$ cat config.mk
export PLATFORM = sky130hd
export DESIGN_NAME = morse_char_keyer_unit_flat
export DESIGN_NICKNAME = d
export VERILOG_FILES = /design/src/sv/mck_pkg.sv /design/src/sv/mck_if.sv /design/src/sv/mck_front.sv /design/src/sv/mck_queue.sv /design/src/sv/mck_back.sv /design/src/sv/morse_char_keyer_unit.sv /design/src/flat_wrapper.sv
export VERILOG_INCLUDE_DIRS = /design/src /design/src/sv
export SDC_FILE = /design/constraint.sdc
export NUM_CORES = 1
export LEC_CHECK = 0
export ABC_AREA = 1
export BUFFER_PORTS_ARGS = -buffer_cell sky130_fd_sc_hd__buf_2
export CAP_MARGIN = 20
export CORE_MARGIN = 5
export CORE_UTILIZATION = 55
export CTS_CLUSTER_SIZE = 40
export DETAILED_ROUTE_END_ITERATION = 16
export PLACE_DENSITY = 0.72
export SYNTH_ARGS = -nofsm -noshare
export SYNTH_HDL_FRONTEND = slang
export SYNTH_HIERARCHICAL = 1
export SYNTH_SLANG_ARGS = --single-unit
$ cat constraint.sdc
create_clock -name clk -period 4.3 [get_ports clk]
set_input_delay 0.43 -clock clk [delete_from_list [all_inputs] [get_ports clk]]
set_output_delay 0.43 -clock clk [all_outputs]
set_load 0.1 [all_outputs]
$ cat src/sv/assert_macros.svh
// assertion macros for the keyer rtl
`ifndef ASSERT_MACROS_SVH
`define ASSERT_MACROS_SVH

// condition holds at every clock edge outside reset
`define MCK_ASSERT_ALWAYS(label, expr, msg) \
  label: assert property (@(posedge clk) disable iff (!rst_n) (expr)) else $error(msg);

// when the antecedent holds, the consequent holds in the same cycle
`define MCK_ASSERT_IMPL(label, ante, cons, msg) \
  label: assert property (@(posedge clk) disable iff (!rst_n) (ante) |-> (cons)) else $error(msg);

`endif

$ cat src/sv/mck_pkg.sv
// shared types, constants and the morse code table of the character keyer
`default_nettype none

package mck_pkg;

  // default depth of the queue between front and back
  localparam int QUEUE_DEPTH = 4;

  // special characters and character ranges
  localparam logic [7:0] CH_SPACE   = 8'h20;
  localparam logic [7:0] CH_NEWLINE = 8'h0A;
  localparam logic [7:0] CH_TBL_LO  = 8'd39;
  localparam logic [7:0] CH_TBL_HI  = 8'd90;
  localparam logic [7:0] CH_LOW_A   = 8'd97;
  localparam logic [7:0] CH_LOW_Z   = 8'd122;
  localparam logic [7:0] TBL_BASE   = 8'd38;
  localparam logic [7:0] CASE_FOLD  = 8'd32;

  // table index width and the entries with special meaning
  localparam int IDX_W = 6;
  typedef logic [IDX_W-1:0] idx_t;
  localparam idx_t IDX_SPACE    = 6'd0;
  localparam idx_t IDX_UNMAPPED = 6'd53;

  // table codes with special meaning
  localparam logic [7:0] CODE_SPACE = 8'h01;
  localparam logic [7:0] CODE_NONE  = 8'h00;

  // segment lengths in dit units
  localparam logic [2:0] UNITS_DIT       = 3'd1;
  localparam logic [2:0] UNITS_DAH       = 3'd3;
  localparam logic [2:0] UNITS_ELEM_GAP  = 3'd1;
  localparam logic [2:0] UNITS_CHAR_GAP  = 3'd2;
  localparam logic [2:0] UNITS_WORD_GAP  = 3'd4;
  localparam logic [2:0] UNITS_MAX       = 3'd4;

  // one classified character: elements aligned so the next one sits in bit 0
  typedef struct packed {
    logic       is_space;
    logic [2:0] cnt;
    logic [6:0] elems;
  } desc_t;

  // one keying segment
  typedef struct packed {
    logic       key_on;
    logic [2:0] units;
    logic       last;
  } seg_t;

  // queue status seen by front and back
  typedef struct packed {
    logic full;
    logic empty;
  } q_stat_t;

  // morse table: filler zeros, start bit, then elements (1 dit, 0 dah) from lsb up
  function automatic logic [7:0] code_lut(input idx_t idx);
    logic [7:0] code;
    case (idx)
      6'd0:  code = 8'h01;
      6'd1:  code = 8'h86;
      6'd2:  code = 8'h94;
      6'd3:  code = 8'h4A;
      6'd4:  code = 8'h00;
      6'd5:  code = 8'hAC;
      6'd6:  code = 8'h32;
      6'd7:  code = 8'h7A;
      6'd8:  code = 8'h56;
      6'd9:  code = 8'hB4;
      6'd10: code = 8'h04;
      6'd11: code = 8'h0C;
      6'd12: code = 8'h1C;
      6'd13: code = 8'h3C;
      6'd14: code = 8'h7C;
      6'd15: code = 8'hFC;
      6'd16: code = 8'hF4;
      6'd17: code = 8'hE4;
      6'd18: code = 8'hC4;
      6'd19: code = 8'h84;
      6'd20: code = 8'hE2;
      6'd21: code = 8'hAA;
      6'd22: code = 8'h00;
      6'd23: code = 8'h74;
      6'd24: code = 8'h5E;
      6'd25: code = 8'hCE;
      6'd26: code = 8'hA6;
      6'd27: code = 8'h60;
      6'd28: code = 8'hE8;
      6'd29: code = 8'hA8;
      6'd30: code = 8'hD0;
      6'd31: code = 8'hC0;
      6'd32: code = 8'hB8;
      6'd33: code = 8'h90;
      6'd34: code = 8'hF8;
      6'd35: code = 8'hE0;
      6'd36: code = 8'h18;
      6'd37: code = 8'h50;
      6'd38: code = 8'hD8;
      6'd39: code = 8'h20;
      6'd40: code = 8'hA0;
      6'd41: code = 8'h10;
      6'd42: code = 8'h98;
      6'd43: code = 8'h48;
      6'd44: code = 8'hB0;
      6'd45: code = 8'hF0;
      6'd46: code = 8'h40;
      6'd47: code = 8'h70;
      6'd48: code = 8'h78;
      6'd49: code = 8'h30;
      6'd50: code = 8'h68;
      6'd51: code = 8'h28;
      6'd52: code = 8'hC8;
      default: code = CODE_NONE;
    endcase
    return code;
  endfunction

endpackage

`default_nettype wire

$ cat src/sv/mck_if.sv
// valid/ready channel interfaces for characters in and keying segments out
`default_nettype none

interface mck_in_if;
  logic       valid;
  logic       ready;
  logic [7:0] ch;

  modport source (output valid, output ch, input ready);
  modport sink (input valid, input ch, output ready);
endinterface

interface mck_out_if;
  logic       valid;
  logic       ready;
  logic       key_on;
  logic [2:0] units;
  logic       last;

  modport source (output valid, output key_on, output units, output last, input ready);
  modport sink (input valid, input key_on, input units, input last, output ready);
endinterface

`default_nettype wire

$ cat src/sv/mck_front.sv
// front: accepts characters, looks up the code and queues a descriptor
`default_nettype none

module mck_front (
  mck_in_if.sink          in_ch,
  input  mck_pkg::q_stat_t q_stat,
  output logic            q_push,
  output mck_pkg::desc_t  q_desc
);

  mck_pkg::idx_t idx;
  logic [7:0]    code;
  logic [7:0]    sub;
  logic [2:0]    start_pos;
  logic [3:0]    shift_amt;
  logic [7:0]    shifted;

  // character to table index, lowercase folded to uppercase
  always_comb begin
    sub = 8'd0;
    if (in_ch.ch == mck_pkg::CH_SPACE || in_ch.ch == mck_pkg::CH_NEWLINE) begin
      idx = mck_pkg::IDX_SPACE;
    end else if (in_ch.ch inside {[mck_pkg::CH_LOW_A:mck_pkg::CH_LOW_Z]}) begin
      sub = in_ch.ch - mck_pkg::CASE_FOLD - mck_pkg::TBL_BASE;
      idx = sub[mck_pkg::IDX_W-1:0];
    end else if (in_ch.ch inside {[mck_pkg::CH_TBL_LO:mck_pkg::CH_TBL_HI]}) begin
      sub = in_ch.ch - mck_pkg::TBL_BASE;
      idx = sub[mck_pkg::IDX_W-1:0];
    end else begin
      idx = mck_pkg::IDX_UNMAPPED;
    end
  end

  assign code = mck_pkg::code_lut(idx);

  // locate the start bit, the lowest set bit of the code
  always_comb begin
    start_pos = 3'd0;
    for (int i = 7; i >= 0; i--) begin
      if (code[i]) begin
        start_pos = i[2:0];
      end
    end
  end

  // elements follow the start bit
  assign shift_amt = {1'b0, start_pos} + 4'd1;
  assign shifted   = code >> shift_amt;

  always_comb begin
    q_desc.is_space = (code == mck_pkg::CODE_SPACE);
    q_desc.cnt      = 3'd7 - start_pos;
    q_desc.elems    = shifted[6:0];
  end

  // unmapped characters are taken and dropped
  assign in_ch.ready = !q_stat.full;
  assign q_push      = in_ch.valid && in_ch.ready && (code != mck_pkg::CODE_NONE);

endmodule

`default_nettype wire

$ cat src/sv/mck_queue.sv
// short descriptor queue between front and back
`default_nettype none

module mck_queue #(
  parameter int DEPTH = mck_pkg::QUEUE_DEPTH
) (
  input  logic             clk,
  input  logic             rst_n,
  input  logic             push,
  input  mck_pkg::desc_t   push_desc,
  input  logic             pop,
  output mck_pkg::desc_t   head_desc,
  output mck_pkg::q_stat_t q_stat
);

  localparam int PTR_W = (DEPTH > 1) ? $clog2(DEPTH) : 1;
  localparam int CNT_W = $clog2(DEPTH + 1);

  mck_pkg::desc_t   mem_r [DEPTH];
  logic [PTR_W-1:0] wr_ptr_r, wr_ptr_nxt;
  logic [PTR_W-1:0] rd_ptr_r, rd_ptr_nxt;
  logic [CNT_W-1:0] cnt_r, cnt_nxt;

  // status and head entry
  assign q_stat.full  = (cnt_r == CNT_W'(DEPTH));
  assign q_stat.empty = (cnt_r == '0);
  assign head_desc    = mem_r[rd_ptr_r];

  // pointer and fill count update
  always_comb begin
    wr_ptr_nxt = wr_ptr_r;
    rd_ptr_nxt = rd_ptr_r;
    cnt_nxt    = cnt_r;
    if (push) begin
      wr_ptr_nxt = (wr_ptr_r == PTR_W'(DEPTH - 1)) ? '0 : wr_ptr_r + PTR_W'(1);
    end
    if (pop) begin
      rd_ptr_nxt = (rd_ptr_r == PTR_W'(DEPTH - 1)) ? '0 : rd_ptr_r + PTR_W'(1);
    end
    if (push && !pop) begin
      cnt_nxt = cnt_r + CNT_W'(1);
    end else if (pop && !push) begin
      cnt_nxt = cnt_r - CNT_W'(1);
    end
  end

  always_ff @(posedge clk) begin
    if (!rst_n) begin
      wr_ptr_r <= '0;
      rd_ptr_r <= '0;
      cnt_r    <= '0;
    end else begin
      wr_ptr_r <= wr_ptr_nxt;
      rd_ptr_r <= rd_ptr_nxt;
      cnt_r    <= cnt_nxt;
    end
  end

  // entry storage
  always_ff @(posedge clk) begin
    if (push) begin
      mem_r[wr_ptr_r] <= push_desc;
    end
  end

endmodule

`default_nettype wire

$ cat src/sv/mck_back.sv
// back: steps through the elements of a character, one segment per cycle while the output is not stalled
`default_nettype none

module mck_back (
  input  logic             clk,
  input  logic             rst_n,
  input  mck_pkg::desc_t   q_desc,
  input  mck_pkg::q_stat_t q_stat,
  output logic             q_pop,
  mck_out_if.source        out_seg
);

  mck_pkg::desc_t cur_r, cur_nxt;
  logic           cur_vld_r, cur_vld_nxt;
  logic           phase_r, phase_nxt;
  logic           out_vld_r, out_vld_nxt;
  mck_pkg::seg_t  seg_r, seg_nxt;
  mck_pkg::seg_t  seg;
  logic           out_free;
  logic           adv;
  logic           done;

  // segment for the current step: tone, element gap or closing gap
  always_comb begin
    if (cur_r.is_space) begin
      seg = '{key_on: 1'b0, units: mck_pkg::UNITS_WORD_GAP, last: 1'b1};
    end else if (cur_r.cnt != 3'd0) begin
      if (!phase_r) begin
        seg = '{key_on: 1'b1,
                units: cur_r.elems[0] ? mck_pkg::UNITS_DIT : mck_pkg::UNITS_DAH,
                last: 1'b0};
      end else begin
        seg = '{key_on: 1'b0, units: mck_pkg::UNITS_ELEM_GAP, last: 1'b0};
      end
    end else begin
      seg = '{key_on: 1'b0, units: mck_pkg::UNITS_CHAR_GAP, last: 1'b1};
    end
  end

  // step control and queue pop
  assign out_free = !out_vld_r || out_seg.ready;
  assign adv      = cur_vld_r && out_free;
  assign done     = adv && seg.last;
  assign q_pop    = !q_stat.empty && (!cur_vld_r || done);

  always_comb begin
    cur_nxt     = cur_r;
    cur_vld_nxt = cur_vld_r;
    phase_nxt   = phase_r;
    if (q_pop) begin
      cur_nxt     = q_desc;
      cur_vld_nxt = 1'b1;
      phase_nxt   = 1'b0;
    end else if (done) begin
      cur_vld_nxt = 1'b0;
    end else if (adv && !cur_r.is_space && cur_r.cnt != 3'd0) begin
      if (!phase_r) begin
        phase_nxt = 1'b1;
      end else begin
        phase_nxt     = 1'b0;
        cur_nxt.elems = cur_r.elems >> 1;
        cur_nxt.cnt   = cur_r.cnt - 3'd1;
      end
    end
  end

  // output register
  always_comb begin
    out_vld_nxt = out_vld_r;
    seg_nxt     = seg_r;
    if (out_free) begin
      out_vld_nxt = adv;
    end
    if (adv) begin
      seg_nxt = seg;
    end
  end

  always_ff @(posedge clk) begin
    if (!rst_n) begin
      cur_vld_r <= 1'b0;
      phase_r   <= 1'b0;
      out_vld_r <= 1'b0;
    end else begin
      cur_vld_r <= cur_vld_nxt;
      phase_r   <= phase_nxt;
      out_vld_r <= out_vld_nxt;
    end
    cur_r <= cur_nxt;
    seg_r <= seg_nxt;
  end

  assign out_seg.valid  = out_vld_r;
  assign out_seg.key_on = seg_r.key_on;
  assign out_seg.units  = seg_r.units;
  assign out_seg.last   = seg_r.last;

endmodule

`default_nettype wire

$ cat src/sv/morse_char_keyer_unit.sv
// morse character keyer: ascii bytes in, keying segments out
//
// in_ch carries one ascii byte per transfer; out_seg carries keying segments
// (key_on, units in dit units, last on the final segment of a character).
// letters, digits and punctuation give a tone segment and a 1-unit off
// segment per element, then a 2-unit off gap; space and newline give one
// 4-unit off segment; unmapped bytes are taken and give nothing.
// a character's first segment is held in the queue, the current-character
// register, then the output register. the back end emits one segment per
// cycle while the receiver takes them, so a character with n elements gives
// 2n+1 segments (13 at most), a space one. the front classifies one byte per
// cycle into a QUEUE_DEPTH-entry queue, taking bytes back to back until full.
// when the receiver stalls, the output register holds its segment and the
// back end waits; the queue keeps taking bytes until full, then in_ch.ready
// drops. reset empties the queue and the output register.
`default_nettype none
`include "assert_macros.svh"

module morse_char_keyer_unit #(
  parameter int QUEUE_DEPTH = mck_pkg::QUEUE_DEPTH
) (
  input  logic      clk,
  input  logic      rst_n,
  mck_in_if.sink    in_ch,
  mck_out_if.source out_seg
);

  logic             q_push;
  logic             q_pop;
  mck_pkg::desc_t   push_desc;
  mck_pkg::desc_t   head_desc;
  mck_pkg::q_stat_t q_stat;
  logic             seg_units_ok;

  // classify incoming characters
  mck_front u_front (
    .in_ch  (in_ch),
    .q_stat (q_stat),
    .q_push (q_push),
    .q_desc (push_desc)
  );

  // descriptor queue
  mck_queue #(
    .DEPTH (QUEUE_DEPTH)
  ) u_queue (
    .clk       (clk),
    .rst_n     (rst_n),
    .push      (q_push),
    .push_desc (push_desc),
    .pop       (q_pop),
    .head_desc (head_desc),
    .q_stat    (q_stat)
  );

  // segment sequencer and output register
  mck_back u_back (
    .clk     (clk),
    .rst_n   (rst_n),
    .q_desc  (head_desc),
    .q_stat  (q_stat),
    .q_pop   (q_pop),
    .out_seg (out_seg)
  );

  // segment length within the legal range
  assign seg_units_ok = (out_seg.units != 3'd0) && (out_seg.units <= mck_pkg::UNITS_MAX);

  // checks on segments and queue handling
  `MCK_ASSERT_IMPL(a_units_range, out_seg.valid, seg_units_ok, "segment length out of range")
  `MCK_ASSERT_IMPL(a_tone_not_last, out_seg.valid && out_seg.key_on, !out_seg.last, "tone last")
  `MCK_ASSERT_ALWAYS(a_queue_stat, !(q_stat.full && q_stat.empty), "queue full and empty")
  `MCK_ASSERT_IMPL(a_pop_nonempty, q_pop, !q_stat.empty, "pop from empty queue")

endmodule

`default_nettype wire
$ cat src/flat_wrapper.sv
// flat-port wrapper written by rule: the top's interface ports become plain ports
module morse_char_keyer_unit_flat 
#(
  parameter int QUEUE_DEPTH = mck_pkg::QUEUE_DEPTH
)
  (clk, rst_n, in_ch_valid, in_ch_ch, in_ch_ready, out_seg_valid, out_seg_key_on, out_seg_units, out_seg_last, out_seg_ready);
  mck_in_if in_ch_i ();
  mck_out_if out_seg_i ();
  input  logic clk;
  input  logic rst_n;
  input wire logic [$bits(in_ch_i.valid)-1:0] in_ch_valid;
  input wire logic [$bits(in_ch_i.ch)-1:0] in_ch_ch;
  output wire logic [$bits(in_ch_i.ready)-1:0] in_ch_ready;
  output wire logic [$bits(out_seg_i.valid)-1:0] out_seg_valid;
  output wire logic [$bits(out_seg_i.key_on)-1:0] out_seg_key_on;
  output wire logic [$bits(out_seg_i.units)-1:0] out_seg_units;
  output wire logic [$bits(out_seg_i.last)-1:0] out_seg_last;
  input wire logic [$bits(out_seg_i.ready)-1:0] out_seg_ready;
  assign in_ch_i.valid = in_ch_valid;
  assign in_ch_i.ch = in_ch_ch;
  assign in_ch_ready = in_ch_i.ready;
  assign out_seg_valid = out_seg_i.valid;
  assign out_seg_key_on = out_seg_i.key_on;
  assign out_seg_units = out_seg_i.units;
  assign out_seg_last = out_seg_i.last;
  assign out_seg_i.ready = out_seg_ready;
  morse_char_keyer_unit #(.QUEUE_DEPTH(QUEUE_DEPTH)) u_core (.clk(clk), .rst_n(rst_n), .in_ch(in_ch_i), .out_seg(out_seg_i));
endmodule
# Yosys cells after proc, flatten, opt, wreduce, memory -nomap -nowiden
# Memory sizes are Yosys's and may differ from the RTL's. A register that Yosys moved wholly into a read port is not among the register bits.
# Index checks and enable logic that the tools add are counted.
dict set report op_classes {
  add_sub_neg 10
  n_lt_le_gt_ge 4
  eq_ne 7
  shifts 1
  muxes 30
  bitwise 3
  n_reduce_logical 32
}
# op count
set op_table {}
lappend op_table {{$mux W10} 4}
lappend op_table {{$mux W3} 10}
lappend op_table {{$mux W6} 3}
lappend op_table {{$sub A6 B6 Y6 const B} 3}
lappend op_table {{$le A8 B7 Y1 const B} 2}
lappend op_table {{$logic_and A1 B1 Y1} 11}
lappend op_table {{$mux W2} 5}
lappend op_table {{$eq A8 B1 Y1 const B} 1}
lappend op_table {{$eq A8 B4 Y1 const B} 1}
lappend op_table {{$eq A8 B6 Y1 const B} 1}
lappend op_table {{$ge A8 B6 Y1 const B} 1}
lappend op_table {{$ge A8 B7 Y1 const B} 1}
lappend op_table {{$reduce_bool A2 Y1} 4}
lappend op_table {{$reduce_bool A8 Y1} 1}
lappend op_table {{$shr A8 B4 Y7} 1}
lappend op_table {{$logic_not A1 Y1} 7}
lappend op_table {{$mux W1} 6}
lappend op_table {{$sub A3 B1 Y3 const B} 2}
lappend op_table {{$mux W5} 1}
lappend op_table {{$add A2 B1 Y2 const B} 2}
lappend op_table {{$add A3 B1 Y4 const B} 1}
lappend op_table {{$eq A2 B2 Y1 const B} 2}
lappend op_table {{$mux W4} 1}
lappend op_table {{$reduce_or A2 Y1} 2}
lappend op_table {{10 further kinds} 14}
dict set report word_totals {
  reg_bits 26
  ramBits 44
  romBits 512
  word_cells 102
  memories 2
}
# memory depth width rd rd_ports_with_merged_regs wr line_no
set memory_table {}
lappend memory_table {{(no name shown)} 64 8 1 0 0 mck_pkg.sv:60} ;# case (idx)
lappend memory_table {u_core.u_queue.mem_r 4 11 1 1 1 mck_queue.sv:19} ;# mck_pkg::desc_t mem_r [DEPTH];

# Logic depth before layout (Yosys ltp)
# Gate-level depths: netlist (run 1).
# An unclocked memory read counts as a cell.
dict set report depth {
  word_depth 16
  depth_mapped 34
  mapped_depth_nobuf 34
}

# Modules after synthesis
# Netlist (run 1), hierarchy kept.
# module n_inst cells_each area_per_inst_um2 seq_area_each_um2
set by_module_without_submodules {}
lappend by_module_without_submodules {mck_queue 1 166 2103.3 1501.4}
lappend by_module_without_submodules {mck_front 1 280 1542.7 0.0}
lappend by_module_without_submodules {mck_back 1 84 904.6 540.5}

# Worst setup path before layout (run 1)
# OpenSTA, ideal clock, no wires.
dict set report synth_timing {
  kind {in2reg}
  from {input port in_ch_ch[2]}
  to {register u_core.u_queue.cnt_r[1]}
  setup_time_ns 0.116
  arrival_time_ns 3.857
  setup_slack_ns 0.328
  stages 28
  path_cell_list {inv_2 > ha_1 > a21oi_1 > nand2_1 > nand2_1 > nand2_2 > nand2_2 > nand2_4 > a21oi_2 > inv_2 > ha_1 > nand4_1 > nand2_1 > nand2_1 > nand2_1 > nand2_1 > nand2_1 > nor2_2 > nand2_1 > nor2_1 > inv_1 > o311ai_1 > inv_1 > ha_1 > inv_1 > fa_1 > o21ai_0 > nor2_1}
}
dict set report synth_between {
  word_cells_on_any_way 23
  cone_classes {3 x add/sub; 4 x order compare; 2 x eq/ne; 4 x mux; 9 x reduce/logical; 1 x memory}
}
# item line_no
set synth_rtl {}
lappend synth_rtl {{start: declaration} flat_wrapper.sv:12} ;# input wire logic [$bits(in_ch_i.ch)-1:0] in_ch_ch;
lappend synth_rtl {{branches (longest 4 deep; another with $sub A6 B6 Y6)} --}
lappend synth_rtl {{$mux W6 (*)} mck_front.sv:21} ;# if (in_ch.ch == mck_pkg::CH_SPACE || in_ch.ch == mck_pkg::CH_NEWLINE) begin
lappend synth_rtl {{$mem_v2 Z64 W8 (*)} --}
lappend synth_rtl {{$reduce_bool A8 Y1 (*)} mck_front.sv:58} ;# assign q_push = in_ch.valid && in_ch.ready && (code != mck_pkg::CODE_NONE);
lappend synth_rtl {{$logic_and A1 B1 Y1 (*)} mck_front.sv:58}
lappend synth_rtl {{net u_core.q_push} morse_char_keyer_unit.sv:28} ;# logic q_push;
lappend synth_rtl {{$logic_and A1 B1 Y1 (*)} mck_queue.sv:40} ;# if (push && !pop) begin
lappend synth_rtl {{$mux W3 (*)} mck_queue.sv:40}
lappend synth_rtl {{net u_core.u_queue.cnt_nxt[1]} mck_queue.sv:22} ;# logic [CNT_W-1:0] cnt_r, cnt_nxt;
lappend synth_rtl {{end signal: assignment} mck_queue.sv:55} ;# cnt_r <= cnt_nxt;
lappend synth_rtl {{end: declaration} mck_queue.sv:22}
# Mark *: on every way through the listed nets, which the timed path passes.
# A chain may end at the register's enable or synchronous reset.

# Final worst setup path (run 1)
# Same ends and word-level chain as after synthesis.

==> impl_metrics.py, run 1 <==
metrics = {
    "yosys": {
        "yosys_warnings": 6,
        "synth_nets": 564,
        "synth_edf_count": 60,
        "synth.area.top_cells": "edfxtp_1 40%, nand2_1 9.2%, ha_1 5.8%, dfxtp_1 5.3%, nand3_1 5.3%",
        "synth_top_area_frac": 0.396,
        "synthCells": 530,
        "synth_top_area_cell": "edfxtp_1",
        "synthArstFlopShare": 0,
        "yosys_most_used_dff": "edfxtp_1",
        "synth_area_per_cell_sq_um": 8.59,
        "yosysUniqueCellTypes": 38,
        "synth-seq-cells": 72,
        "synth.cell_area_sq_um": 4550,
        "synth-seq-area-share": 0.449,
    },
    "run": {
        "timing.max_cap.violations": 0,
    },
    "sta": {
        "drv_slew": 0,
        "rsz0062_at_grt": "no",
        "slew_headroom": 0.457,
        "tightest_slew_ps": 814,
        "fin_crit_sh": 0.892,
        "timing.setup.tns_ps": 0,
        "fmaxAchievable_mhz": 261,
        "hold_viol": 0,
        "setup-violations-final": 0,
        "clock_skew_ps": 13.9,
        "setup_ws_ps": 465,
        "period_minus_slack_ps": 3830,
    },
    "critical_path": {
        "path_class": "in -> reg",
        "startpoint_type": "input port",
        "critical_path.max_fanout": 7,
        "cp.arrival_ps": 4080,
        "endpoint_kind": "register",
        "required_ps": 4540,
    },
    "grt": {
        "grt_pass1_vias": 3376,
        "grt_max_degree": 24,
        "grt_usage": 0.193,
        "antenna_found_initial": 0,
        "grt_pass1_wl_um": 15700,
        "overflow": 0,
    },
    "clocking": {
        "postCtsResizedCells": 0,
        "clock_insertion_delay_worst_skew_ps": 340,
        "cts_setup_buffers": 0,
        "cts-root-buf": "clkbuf_8",
        "clk_path_buf_depth": 2,
        "clock_sinks": 72,
        "cts_buffers": 9,
        "cts_htree_levels": 3,
        "cts_tree": "built",
        "cts.clk_slew.worst_paths_ps": 80,
        "postCtsHoldBufs": 0,
    },
    "floorplanning": {
        "die_height_um": 101,
        "dieWidth_um": 101,
        "floorplan.initialDensity": 0.559,
        "floorplan.die_area_sq_um": 10200,
        "rows": 33,
        "coreArea_sq_um": 8130,
        "pin_count": 19,
    },
    "drt": {
        "top_layer_used": "met4",
        "drc": 0,
        "num_vias": 3624,
        "route.met3.wl_um": 543,
        "routedWlPerCell_um": 14.2,
        "via_per_inst": 5.49,
        "wl_met2_um": 4680,
        "wl_met1_um": 4030,
        "drt.antenna.violating_nets": 0,
        "first_iter_violations": 171,
        "drt_first_pass_iters": 5,
        "wirelength_um": 9400,
    },
    "final_layout": {
        "drive_above_1_share": 0.191,
        "diodes": 0,
        "final_nets": 584,
        "nFillCells": 709,
        "fin_util": 0.603,
        "final_common_cell": "nand2_1",
        "layout_common_cells": "111 x nand2_1, 60 x edfxtp_1, 58 x nor2_1",
        "layoutNonFillerInstCount": 660,
        "area_growth_pct": 7.84,
    },
    "power": {
        "total_leakage_power_nw": 2.19,
        "powerDensity_nw_per_um2": 638,
        "ir_drop_v": 0.000220,
        "totalPowerFinal_w": 0.00313,
    },
    "hold_path": {
        "holdCritPathClass": "in -> reg",
    },
    "run_status": {
        "status": "complete, no violations",
    },
    "placed_design": {
        "io_buffers": 18,
        "pre_cts_ws_ps": 145,
        "numPlacedInstances": 644,
        "hpwl_um": 6780,
        "gp_congestion": 1.07,
    },
}
==> worst max-delay path, cell delays in order <==
cell and delay, ps:
buf_2 140, inv_2 50, ha_1 180, a21oi_1 140, nand2_1 60, nand2_1 70
nand2_2 80, nand2_2 90, nand2_4 70, a21oi_2 170, inv_2 90, ha_1 320
nand4_1 140, nand3_1 120, nand2_1 50, nor2_1 90, nor2_1 50, nor2_2 140
nand2_1 90, nor2_1 150, inv_1 70, o311ai_1 220, inv_1 130, ha_1 220
inv_1 80, fa_1 400, o21ai_0 160, nor2_1 50
==> flip-flops by register name, summed over array words and instances (netlist names), named ones only <==
signal / count
u_core/u_back/cur_r: 11
u_core/u_back/cur_vld_r: 1
u_core/u_back/out_seg.key_on: 1
u_core/u_back/out_seg.last: 1
u_core/u_back/out_seg.units: 3
u_core/u_back/out_seg.valid: 1
u_core/u_back/phase_r: 1
u_core/u_queue/cnt_r: 3
u_core/u_queue/mem_r: 44
u_core/u_queue/rd_ptr_r: 2
u_core/u_queue/wr_ptr_r: 2
==> stage by stage <==
stage	hold slack [ps]	cell area [sq um]
4_1_cts	376	4910
3_5_place_dp	508	4670
6_report	387	4910
3_3_place_gp	506	4670
5_1_grt	383	4910
2_1_floorplan	490	4550
==> layout make-up <==
| type | count | area [sq um] | share of cell area |
|---|---|---|---|
| tap | 105 | 131 | 0.0268 |
| timing repair buffer | 24 | 135 | 0.0275 |
| clock buffer | 10 | 128 | 0.0260 |
| clock inverter | 6 | 108 | 0.0219 |
| inverter | 70 | 277 | 0.0563 |
| multi-input combinational | 373 | 2090 | 0.425 |
| sequential | 72 | 2040 | 0.416 |
==> power by group <==
group          internal [W]  switching, W  total, W  leakage [nW]
Clock              0.000383      0.000231  0.000614         0.118
Combinational      0.000399      0.000949   0.00135          1.42
Sequential          0.00106      0.000109   0.00117         0.659
Total               0.00184       0.00129   0.00313          2.19
==> synthesized netlist by cell type, types with 4 or more instances <==
cell type  instances
a21oi_1           11
buf_6             10
dfxtp_1           12
edfxtp_1          60
ha_1              21
inv_1             50
inv_2             19
nand2_1          111
nand2_2           20
nand2_4            6
nand3_1           48
nand3_2            4
nand3_4            4
nand4_1           14
nor2_1            58
nor3_1             6
o21ai_0            9
o21ai_1           24
o22ai_1           12
==> routing by layer <==
metal	vias up	GRT usage
li1	1816	-
met1	1670	0.243
met2	122	0.335
met3	16	0.0408
met4	0	0.0542
met5	-	0
==> final timing paths <==
path,from,end,slack (ps),depth (start not counted)
setup / recovery,in_ch_ch[2],u_core/u_queue/cnt_r[1],470,28
hold / removal,rst_n,u_core/u_back/phase_r,390,3
setup reg to reg,u_core/u_back/cur_r[7],u_core/u_queue/cnt_r[2],1820,19
hold reg to reg,u_core/u_queue/wr_ptr_r[1],u_core/u_queue/wr_ptr_r[1],520,2
==> cells by family (layout without fill, tap and decap cells) <==
logic type | count (synthesis) | count (layout) | share of synthesized area
AO/OA/AOI/OAI | 64 | 64 | 0.0833
buffers and inverters | 85 | 110 | 0.0927
AND/OR/NAND/NOR | 284 | 284 | 0.307
adder cells (fa/ha/maj) | 22 | 22 | 0.0621
flip-flops | 72 | 72 | 0.449
XOR/XNOR | 3 | 3 | 0.00578
Power figures use the tool's default switching activity.
==> inputs of run 2 (changes only) <==
--- a/config.mk
+++ b/config.mk
@@ -9,11 +9,13 @@
 export ABC_AREA = 1
 export BUFFER_PORTS_ARGS = -buffer_cell sky130_fd_sc_hd__buf_2
 export CAP_MARGIN = 20
-export CORE_MARGIN = 5
-export CORE_UTILIZATION = 55
+export CELL_PAD_IN_SITES_DETAIL_PLACEMENT = 0
+export CELL_PAD_IN_SITES_GLOBAL_PLACEMENT = 1
+export CORE_MARGIN = 2
+export CORE_UTILIZATION = 48
 export CTS_CLUSTER_SIZE = 40
 export DETAILED_ROUTE_END_ITERATION = 16
-export PLACE_DENSITY = 0.72
+export PLACE_DENSITY_LB_ADDON = 0.1
 export SYNTH_ARGS = -nofsm -noshare
 export SYNTH_HDL_FRONTEND = slang
 export SYNTH_HIERARCHICAL = 1
==> impl_metrics.py, run 2 (synthesized netlist as in run 1, its figures left out) <==
metrics = {
    "sta": {
        "setup_ws_ps": 485,
        "fmaxAchievable_mhz": 262,
        "setup-violations-final": 0,
        "drv_slew": 0,
        "hold_viol": 0,
        "tightest_slew_ps": 676,
        "timing.setup.tns_ps": 0,
        "slew_headroom": 0.545,
        "rsz0062_at_grt": "no",
        "clock_skew_ps": 11.0,
        "fin_crit_sh": 0.887,
        "period_minus_slack_ps": 3810,
    },
    "clocking": {
        "cts.clk_slew.worst_paths_ps": 70,
        "cts_buffers": 9,
        "cts-root-buf": "clkbuf_8",
        "postCtsHoldBufs": 0,
        "clock_insertion_delay_worst_skew_ps": 340,
        "clock_sinks": 72,
        "clk_path_buf_depth": 2,
        "cts_tree": "built",
        "cts_htree_levels": 3,
    },
    "final_layout": {
        "final_nets": 585,
        "diodes": 0,
        "layoutNonFillerInstCount": 685,
        "final_common_cell": "nand2_1",
        "nFillCells": 881,
        "largest_register_ffs": 44,
        "area_growth_pct": 6.96,
        "multi_input_area_sq_um": 2090,
        "drive_above_1_share": 0.189,
        "layout_common_cells": "110 x nand2_1, 60 x edfxtp_1, 58 x nor2_1",
        "largest-register": "u_core/u_queue/mem_r",
        "seq_area_sq_um": 2040,
        "largestRegisters": "u_core/u_queue/mem_r: 44 flops, u_core/u_back/cur_r: 11 flops",
    },
    "drt": {
        "routedWlPerCell_um": 14.0,
        "wirelength_um": 9570,
        "num_vias": 3535,
        "drc": 0,
        "first_iter_violations": 217,
        "via_per_inst": 5.16,
        "drt_first_pass_iters": 4,
        "drt.antenna.violating_nets": 0,
    },
    "run_status": {
        "status": "complete, no violations",
    },
    "critical_path": {
        "cp.arrival_ps": 4050,
        "rrSetupSlack_ps": 1580,
        "timing.rr.start": "u_core/u_queue/cnt_r[1]",
        "path_common_cell": "nand2_1",
        "r2r_end": "u_core/u_queue/cnt_r[2]",
        "r2r_cells": 13,
        "required_ps": 4530,
        "path_class": "in -> reg",
        "endpoint_kind": "register",
        "cp_num_buf_inv": 7,
        "critical_path.max_fanout": 7,
        "startpoint_type": "input port",
        "cp_top_family": "adder cells",
        "slowest_stage": "fa_1",
        "max_stage_delay_ps": 410,
    },
    "placed_design": {
        "pre_cts_ws_ps": 110,
        "numPlacedInstances": 669,
        "hpwl_um": 7070,
        "gp_congestion": 0.852,
        "io_buffers": 18,
    },
    "hold_path": {
        "min_delay_worst_endpoint": "u_core/u_back/phase_r",
        "hp-start": "rst_n",
        "holdCritPathClass": "in -> reg",
        "min_delay_path_depth": 3,
    },
    "floorplanning": {
        "floorplan.initialDensity": 0.492,
        "rows": 35,
        "dieWidth_um": 101,
        "die_height_um": 101,
        "floorplan.die_area_sq_um": 10300,
        "coreArea_sq_um": 9240,
        "pin_count": 19,
    },
    "power": {
        "p_comb_frac": 0.469,
        "powerDensity_nw_per_um2": 608,
        "totalPowerFinal_w": 0.00296,
        "cell_internal_pwr_w": 0.00167,
        "swShare": 0.436,
        "power_frac_seq": 0.388,
        "total_leakage_power_nw": 2.16,
        "p_sw_w": 0.00129,
        "pwr-share-clk": 0.143,
        "ir_drop_v": 0.000319,
    },
    "grt": {
        "antenna_found_initial": 0,
        "overflow": 0,
        "grt_pass1_vias": 3403,
        "grt_pass1_wl_um": 16100,
        "grt_usage": 0.202,
        "grt_max_degree": 24,
    },
    "run": {
        "timing.max_cap.violations": 0,
    },
}
==> run 2: cell count changes in the layout (fill, tap and decap cells not counted) <==
cell        delta
nand2_1        -1
clkbuf_1       +1
clkinv_4       -1
clkinvlp_4     +1
bufinv_16      -3
clkinv_1       +2
buf_4          +1
nand2_2        +1
==> run 2: routing by layer <==
metal,wire (um),share of wire,global-route usage
met5,0,0,0
met4,99,0.010,0.0541
met3,566,0.059,0.0497
met1,4490,0.47,0.278
met2,4410,0.46,0.320
==> run 2: worst max path at each step <==
stage                           start                       to  slack [ps]  cells after the start
after floorplan           in_ch_ch[2]  u_core/u_queue/cnt_r[1]         330                     28
after global placement    in_ch_ch[1]  u_core/u_queue/cnt_r[1]         130                     25
after detailed placement  in_ch_ch[1]  u_core/u_queue/cnt_r[1]         110                     27
after CTS                 in_ch_ch[1]  u_core/u_queue/cnt_r[1]         470                     27
after global routing      in_ch_ch[2]  u_core/u_queue/cnt_r[1]           7                     28
final                     in_ch_ch[2]  u_core/u_queue/cnt_r[1]         490                     28
==> run 2: timing repair <==
item | in CTS | in global routing
setup buffers | 0 | 0
resized for setup | 0 | 1
endpoints found under the setup margin | 0 | 2
==> run 2: cell type report <==
class	count	share of cell area
multi-input cells	373	0.429
well taps	129	0.0332
flip-flops and latches	72	0.420
repair buffers	25	0.0293
clock buffers	11	0.0270
clock inverters	5	0.00488
inverters	70	0.0568
==> run 2: per-stage QoR <==
stage	area (sq um)	hold WS, ps	util
after global routing	4870	405	0.527
after CTS	4860	404	0.526
after floorplan	4550	490	-
after global placement	4710	514	0.510
final	4870	420	0.527
after detailed placement	4710	515	0.510
==> run 2: power groups by stage <==
stage | Clock (W) | Sequential [W] | Combinational (W)
detailed placement | 0 | 0.00116 | 0.00140
CTS | 0.000436 | 0.00115 | 0.00140
global route | 0.000460 | 0.00117 | 0.00158
global placement | 0 | 0.00116 | 0.00138
floorplan | 0 | 0.00130 | 0.000998
finish | 0.000423 | 0.00115 | 0.00139
==> run 2: worst min-delay path, delay by kind of cell <==
kind	cells	cell delay [ps]
buffers and inverters	1	160
AND/OR/NAND/NOR	2	120
